`src/fwme_pkg.sv`:
```
// fwme_pkg: shared types and constants of the min-extract queue
// used by fwme_cell and fifo_with_min_extract; no dependencies
package fwme_pkg;

  localparam int unsigned FWME_DEPTH = 8;
  localparam int unsigned DATA_W     = 32;
  localparam int unsigned CMD_W      = 2;
  localparam int unsigned STATUS_W   = 2;
  localparam int unsigned FILL_W     = 4;

  // command codes
  localparam logic [CMD_W-1:0] CMD_ENQUEUE     = 2'd0;
  localparam logic [CMD_W-1:0] CMD_DEQUEUE     = 2'd1;
  localparam logic [CMD_W-1:0] CMD_EXTRACT_MIN = 2'd2;

  // status codes
  localparam logic [STATUS_W-1:0] STATUS_OK        = 2'd0;
  localparam logic [STATUS_W-1:0] STATUS_OVERFLOW  = 2'd1;
  localparam logic [STATUS_W-1:0] STATUS_UNDERFLOW = 2'd2;

  // per-cell control
  typedef struct packed {
    logic load;   // take the pushed value
    logic shift;  // take the value of the next cell
  } cell_ctrl_t;

endpackage

```
`src/fwme_cell.sv`:
```
// fwme_cell: one storage place of the compacting queue with its own comparator
// depends on fwme_pkg
module fwme_cell (
  input  logic                       clk_i,
  input  fwme_pkg::cell_ctrl_t       ctrl_i,
  input  logic signed [31:0]         push_value_i,
  input  logic signed [31:0]         next_value_i,
  input  logic signed [31:0]         best_value_i,
  output logic signed [31:0]         value_o,
  output logic                       less_o
);
  import fwme_pkg::*;

  logic signed [DATA_W-1:0] value_q;
  logic signed [DATA_W-1:0] value_d;

  always_comb begin
    value_d = value_q;
    if (ctrl_i.load) begin
      value_d = push_value_i;
    end else if (ctrl_i.shift) begin
      value_d = next_value_i;
    end
  end

  always_ff @(posedge clk_i) begin
    value_q <= value_d;
  end

  assign value_o = value_q;
  // strict compare keeps the oldest of equal minima
  assign less_o  = value_q < best_value_i;

endmodule

```
`src/fifo_with_min_extract.sv`:
```
// fifo_with_min_extract: compacting queue with enqueue, dequeue and extract-min
// top level; depends on fwme_pkg and fwme_cell
//
// channel   dir  handshake                       payload
// s_axis    in   s_axis_tvalid / s_axis_tready   tuser: command, tdata: push_value
// m_axis    out  m_axis_tvalid / m_axis_tready   tdata: pop_value, fill_count; tuser: status
//
// enqueue, dequeue, unused codes and any refused command write their result when accepted
// extract-min scans for the minimum, visiting one cell per cycle through a single
// selection path, then shifts the cells behind the removed place
// reset empties the queue and the result register; cell contents are not cleared
// a new item is taken only when the controller is idle and the result register is
// empty or being drained in the same cycle; a stalled result holds its transfer
module fifo_with_min_extract #(
  parameter int unsigned DEPTH = fwme_pkg::FWME_DEPTH
) (
  input  logic        clk_i,
  input  logic        rst_ni,
  input  logic        s_axis_tvalid,
  output logic        s_axis_tready,
  input  logic [31:0] s_axis_tdata,   // [31:0] push_value
  input  logic [1:0]  s_axis_tuser,   // [1:0] command
  output logic        m_axis_tvalid,
  input  logic        m_axis_tready,
  output logic [39:0] m_axis_tdata,   // [31:0] pop_value, [35:32] fill_count, [39:36] zero
  output logic [1:0]  m_axis_tuser    // [1:0] status
);
  import fwme_pkg::*;

  localparam int unsigned IdxW = (DEPTH > 1) ? $clog2(DEPTH) : 1;
  localparam int unsigned CntW = $clog2(DEPTH + 1);

  typedef enum logic [2:0] {
    ST_IDLE   = 3'b001,
    ST_SCAN   = 3'b010,
    ST_REMOVE = 3'b100
  } state_e;

  state_e state_q, state_d;

  logic [CntW-1:0]          occ_q, occ_d;
  logic [IdxW-1:0]          idx_q, idx_d;        // cell under inspection by the scan
  logic [IdxW-1:0]          best_idx_q, best_idx_d;
  logic signed [DATA_W-1:0] best_val_q, best_val_d;

  // result register
  logic                     out_valid_q, out_valid_d;
  logic signed [DATA_W-1:0] out_value_q, out_value_d;
  logic [STATUS_W-1:0]      out_status_q, out_status_d;
  logic [FILL_W-1:0]        out_fill_q, out_fill_d;

  // cell row
  logic signed [DATA_W-1:0] cell_value [DEPTH];
  logic                     cell_less  [DEPTH];
  cell_ctrl_t               cell_ctrl  [DEPTH];

  logic                     in_fire;
  logic                     out_free;
  logic [CMD_W-1:0]         cmd;
  logic signed [DATA_W-1:0] push_value;
  logic                     full;
  logic                     empty;

  // removal and append requests to the cell row
  logic                     load_fire;
  logic                     remove_fire;
  logic [IdxW-1:0]          remove_pos;

  // result capture
  logic                     res_write;
  logic signed [DATA_W-1:0] res_value;
  logic [STATUS_W-1:0]      res_status;
  logic [CntW-1:0]          res_count;
  logic [CntW+FILL_W-1:0]   res_count_ext;

  assign cmd        = s_axis_tuser;
  assign push_value = s_axis_tdata;
  assign full       = (occ_q == CntW'(DEPTH));
  assign empty      = (occ_q == '0);
  assign out_free   = !out_valid_q || m_axis_tready;

  assign s_axis_tready = (state_q == ST_IDLE) && out_free;
  assign in_fire       = s_axis_tvalid && s_axis_tready;

  // controller
  always_comb begin
    state_d     = state_q;
    occ_d       = occ_q;
    idx_d       = idx_q;
    best_idx_d  = best_idx_q;
    best_val_d  = best_val_q;
    load_fire   = 1'b0;
    remove_fire = 1'b0;
    remove_pos  = '0;
    res_write   = 1'b0;
    res_value   = '0;
    res_status  = STATUS_OK;
    res_count   = occ_q;

    unique case (state_q)
      ST_IDLE: begin
        if (in_fire) begin
          case (cmd)
            CMD_ENQUEUE: begin
              res_write = 1'b1;
              if (full) begin
                res_status = STATUS_OVERFLOW;
              end else begin
                load_fire = 1'b1;
                occ_d     = occ_q + 1'b1;
                res_count = occ_q + 1'b1;
              end
            end
            CMD_DEQUEUE: begin
              res_write = 1'b1;
              if (empty) begin
                res_status = STATUS_UNDERFLOW;
              end else begin
                // oldest entry sits in cell zero
                remove_fire = 1'b1;
                res_value   = cell_value[0];
                occ_d       = occ_q - 1'b1;
                res_count   = occ_q - 1'b1;
              end
            end
            CMD_EXTRACT_MIN: begin
              if (empty) begin
                res_write  = 1'b1;
                res_status = STATUS_UNDERFLOW;
              end else begin
                // start with cell zero as the running minimum
                best_val_d = cell_value[0];
                best_idx_d = '0;
                idx_d      = IdxW'(1);
                state_d    = (occ_q == CntW'(1)) ? ST_REMOVE : ST_SCAN;
              end
            end
            default: begin
              res_write = 1'b1;
            end
          endcase
        end
      end
      ST_SCAN: begin
        if (cell_less[idx_q]) begin
          best_val_d = cell_value[idx_q];
          best_idx_d = idx_q;
        end
        if (CntW'(idx_q) == occ_q - 1'b1) begin
          state_d = ST_REMOVE;
        end else begin
          idx_d = idx_q + 1'b1;
        end
      end
      ST_REMOVE: begin
        if (out_free) begin
          remove_fire = 1'b1;
          remove_pos  = best_idx_q;
          res_write   = 1'b1;
          res_value   = best_val_q;
          occ_d       = occ_q - 1'b1;
          res_count   = occ_q - 1'b1;
          state_d     = ST_IDLE;
        end
      end
      default: begin
        state_d = ST_IDLE;
      end
    endcase
  end

  // fill_count carries the low bits of the count
  assign res_count_ext = {{FILL_W{1'b0}}, res_count};

  always_comb begin
    out_valid_d  = out_valid_q;
    out_value_d  = out_value_q;
    out_status_d = out_status_q;
    out_fill_d   = out_fill_q;
    if (res_write) begin
      out_valid_d  = 1'b1;
      out_value_d  = res_value;
      out_status_d = res_status;
      out_fill_d   = res_count_ext[FILL_W-1:0];
    end else if (m_axis_tready) begin
      out_valid_d  = 1'b0;
    end
  end

  always_ff @(posedge clk_i or negedge rst_ni) begin
    if (!rst_ni) begin
      state_q     <= ST_IDLE;
      occ_q       <= '0;
      idx_q       <= '0;
      best_idx_q  <= '0;
      out_valid_q <= 1'b0;
    end else begin
      state_q     <= state_d;
      occ_q       <= occ_d;
      idx_q       <= idx_d;
      best_idx_q  <= best_idx_d;
      out_valid_q <= out_valid_d;
    end
  end

  always_ff @(posedge clk_i) begin
    best_val_q   <= best_val_d;
    out_value_q  <= out_value_d;
    out_status_q <= out_status_d;
    out_fill_q   <= out_fill_d;
  end

  // cell row: append at the tail, shift forward behind a removed place
  for (genvar i = 0; i < DEPTH; i++) begin : g_cell
    logic signed [DATA_W-1:0] next_value;

    if (i == DEPTH - 1) begin : g_last
      assign next_value = cell_value[i];
    end else begin : g_mid
      assign next_value = cell_value[i+1];
    end

    always_comb begin
      cell_ctrl[i].load  = load_fire && (occ_q == CntW'(i));
      cell_ctrl[i].shift = remove_fire && (IdxW'(i) >= remove_pos);
    end

    fwme_cell u_cell (
      .clk_i        (clk_i),
      .ctrl_i       (cell_ctrl[i]),
      .push_value_i (push_value),
      .next_value_i (next_value),
      .best_value_i (best_val_q),
      .value_o      (cell_value[i]),
      .less_o       (cell_less[i])
    );
  end

  assign m_axis_tvalid = out_valid_q;
  assign m_axis_tdata  = {4'b0000, out_fill_q, out_value_q};
  assign m_axis_tuser  = out_status_q;

  // checks

  a_occ_bound: assert property (@(posedge clk_i) disable iff (!rst_ni)
    occ_q <= CntW'(DEPTH))
    else $error("queue count above depth");

  a_scan_range: assert property (@(posedge clk_i) disable iff (!rst_ni)
    (state_q == ST_SCAN) |-> (idx_q != '0) && (CntW'(idx_q) < occ_q))
    else $error("scan index outside held entries");

  a_enq_count: assert property (@(posedge clk_i) disable iff (!rst_ni)
    (in_fire && (cmd == CMD_ENQUEUE) && !full) |=> (occ_q == $past(occ_q) + 1'b1))
    else $error("enqueue did not grow the queue");

  a_remove_result: assert property (@(posedge clk_i) disable iff (!rst_ni)
    (state_q == ST_REMOVE && out_free) |=>
      (out_valid_q && out_status_q == STATUS_OK && state_q == ST_IDLE))
    else $error("extract-min removal gave no result");

endmodule
```
`config.mk`:
```
export PLATFORM = sky130hd
export DESIGN_NAME = fifo_with_min_extract
export DESIGN_NICKNAME = d
export VERILOG_FILES = /design/src/fwme_pkg.sv /design/src/fwme_cell.sv /design/src/fifo_with_min_extract.sv
export SDC_FILE = /design/constraint.sdc
export NUM_CORES = 1
export LEC_CHECK = 0
export ABC_AREA = 0
export BUFFER_PORTS_ARGS = -buffer_cell sky130_fd_sc_hd__clkbuf_2
export CAP_MARGIN = 5
export CORE_ASPECT_RATIO = 0.75
export CORE_UTILIZATION = 45
export CTS_CLUSTER_DIAMETER = 200
export DETAILED_ROUTE_END_ITERATION = 10
export PLACE_DENSITY_LB_ADDON = 0.2
export RECOVER_POWER = 100
export SLEW_MARGIN = 20
export SYNTH_ARGS = -nofsm -noshare
export SYNTH_HDL_FRONTEND = slang
export SYNTH_SLANG_ARGS = --single-unit
export TNS_END_PERCENT = 1
```
`constraint.sdc`:
```
create_clock -name clk_i -period 5.3 [get_ports clk_i]
set_input_delay 1.06 -clock clk_i [delete_from_list [all_inputs] [get_ports clk_i]]
set_output_delay 1.06 -clock clk_i [all_outputs]
set_load 0.01 [all_outputs]
```
==> qor.csv <==
metric;value;unit
status;finished, violations left;
violations;capacitance limit, slew limit;
hold_buffers;0;
ctsRootBufferMaster;clkbuf_16;
coreArea;47400;sq um
grt_max_degree;70;
final_nets;2015;
arrival;4.85;ns
drc;0;
vias;15000;
pwr_density_cell;371;nW/um^2
async_reset_ff_share;4.12;%
initial_core_util;45.7;%
path_buf_inv;1;
clock_path_buffers;3;
area_growth;9.54;%
max_freq;0.214;GHz
n_fill_cell;4250;
hold_viol;0;
slew_headroom;-51.7;%
ff_latch_area;10100;sq um
ys_ff_latch;340;
setup_tns;0;ns
gr-usage-all-layers;27.5;%
setup_viol;0;
yosysWarnings;0;
n_antenna_cell;0;
syn_avg_cell_area;13.1;sq um
hpwl;45400;um
antenna_found_initial;3;
path_clk_slew;0.06;ns
cts_tree;done;
synth.area.top_cells;edfxtp_1 45%, ha_1 15%, mux2_2 12%;
reg2reg_from;best_val_q[13];
multi_input_area;11000;sq um
ys.flop_type;edfxtp_1;
clock_latency;0.56;ns
leakage;8.83;nW
cts.sinks;340;
yosysSeqAreaShare;46.9;%
worst_ir_drop_vdd;0.214;mV
drv_cap;9;
start_kind;flop;
worstPathCellList;inv_1 > ha_1 > a21o_1 > a21o_1 > a2111oi_0 > o21ai_0 > a311oi_1 > nor2_1 > nand4_1 > o221a_4;
wl;65700;um
post_cts_buffers;0;
cts_buffers;37;
crit_required;5.48;ns
drv_slew;228;
place_ws;1.15;ns
drtPass1Iterations;7;
synth_cells;1648;
fp.dieW;255;um
synth-edff-count;326;
yosys.area.top_type_share;45.2;%
yosysTopAreaCell;edfxtp_1;
rsz0062_at_grt;no;
cts_resized;0;
fin_worst_skew;0.0172;ns
drive_gt1_share;21.4;%
port_buffers;77;
holdCritPathClass;flop to flop;
first_iter_violations;1603;
grt_pass1_vias;14800;
crit_start;best_val_q[13];
crit_type;flop to flop;
grt_pass1_wl;98000;um
critPathMostFrequentCell;a21o_1;
htreeDepth;2;
min_period_over_period;88.3;%
syn-cell-area;21600;sq um
overflow;0;
finalCriticalPeriod;4.68;ns
hold_start;best_idx_q[0];
place.gp.congestion;0.934;
slowest_delay;1.36;ns
cp-end-kind;flop;
viasPerCell;6.30;
path_delay_family;compound AO/OA/AOI/OAI gates;
row_count;69;
synth.distinct_cells;72;
p_total;8.80;mW
detail-route-antenna-nets;0;
crit_path_top_delay_cell;a2111oi_0;
wl_per_cell;27.6;um
worst_slew_pin_slew;2.28;ns
cp_max_fo;35;
pin_count;82;
final_core_util;50.0;%
timing.final.ws_setup;0.622;ns
dieArea;49000;sq um
die_h;192;um
cell usage after synthesis, drive strengths merged, types with 3 or more instances:
library cell and count:
or3 6, mux4 64, nor3b 8, and4 6, xnor2 5, nor2 78, nor4 4, nand4 41
ha 257, nand3 19, o21a 4, dfrtp 13, buf 44, a211o 5, o21ai 39, and3 9
a22o 32, a21o 35, mux2i 7, a311oi 3, and2 5, o211ai 5, a31o 3, mux2 225
a21boi 3, nand3b 4, nor3 14, o221ai 3, a221oi 4, o31ai 3, a211oi 11, a41oi 3
nand2b 14, a2111oi 11, clkbuf 26, a21oi 80, nand2 114, nor2b 9, inv 44, edfxtp 326
a31oi 37
cell families after synthesis:
kind of cell / synth area share (%)
AO/OA/AOI/OAI: 9.24
multiplexers: 18.7
XOR/XNOR: 0.283
AND/OR/NAND/NOR: 7.77
other: 0.0173
adder cells (fa/ha/maj): 14.9
buffers and inverters: 2.28
flip-flops: 46.9
worst paths after layout:
path,to,slack (ns),cells after the start
hold reg to reg,best_idx_q[0],0.58,2
hold / removal,best_idx_q[0],0.58,2
setup / recovery,best_val_q[20],0.62,10
setup reg to reg,best_val_q[20],0.62,10
min in group asynchronous,best_idx_q[2],0.60,1
max in group asynchronous,idx_q[1],4.05,1
registers in the layout, indices dropped and copies added (netlist names):
name,flops
g_cell.u_cell.value_o,256
best_val_q,32
out_value_q,32
occ_q,4
out_fill_q,4
best_idx_q,3
idx_q,3
state_q,3
m_axis_tuser,2
m_axis_tvalid,1
placed cells by master, fill, tap and decap left out, types with 11 or more instances in the layout:
cell,instances
edfxtp_1,326
ha_1,257
mux2_2,223
nand2_1,114
clkbuf_1,94
a21oi_1,80
nor2_1,75
mux4_2,64
inv_1,44
nand4_1,41
clkbuf_16,39
a31oi_1,37
o21ai_0,36
a21o_1,35
a22o_1,32
nand3_1,19
nand2b_1,14
nor3_1,14
clkbuf_2,12
dfrtp_1,11
layout make-up:
type / instances / share of cell area [%]
inverter: 45 / 0.713
tap: 639 / 3.37
sequential: 340 / 42.8
clock inverter: 10 / 0.317
clock buffer: 55 / 4.41
timing repair buffer: 100 / 1.84
multi-input combinational: 1196 / 46.5
worst register-to-register path: stages (launching register included):
cell	delay (ns)
edfxtp_1	0.38
inv_1	0.27
ha_1	0.31
a21o_1	0.20
a21o_1	0.17
a2111oi_0	1.36
o21ai_0	0.28
a311oi_1	0.32
nor2_1	0.09
nand4_1	0.15
o221a_4	0.74
per-stage QoR:
step	instances	hold slack, ns	instance area, sq um
3_5_place_dp	2320	0.553	22800
3_3_place_gp	2319	0.548	22800
4_1_cts	2385	0.423	23900
6_report	2385	0.576	23700
5_1_grt	2385	0.577	23700
2_1_floorplan	1651	0.508	21700
per-layer routing:
layer,GRT usage [%],wire length [um],up-vias
met2,39.2,27200,640
met1,41.4,30600,7581
li1,-,-,6696
met4,7.25,1440,6
met5,1.43,122,-
met3,6.55,6370,96
power breakdown:
| part | leakage [nW] | switching [mW] | internal [mW] |
|---|---|---|---|
| clock | 0.548 | 1.10 | 1.41 |
| sequential | 3.16 | 0.407 | 3.40 |
| combinational | 5.13 | 1.40 | 1.09 |
No activity file was read; power rests on OpenSTA's default activity.
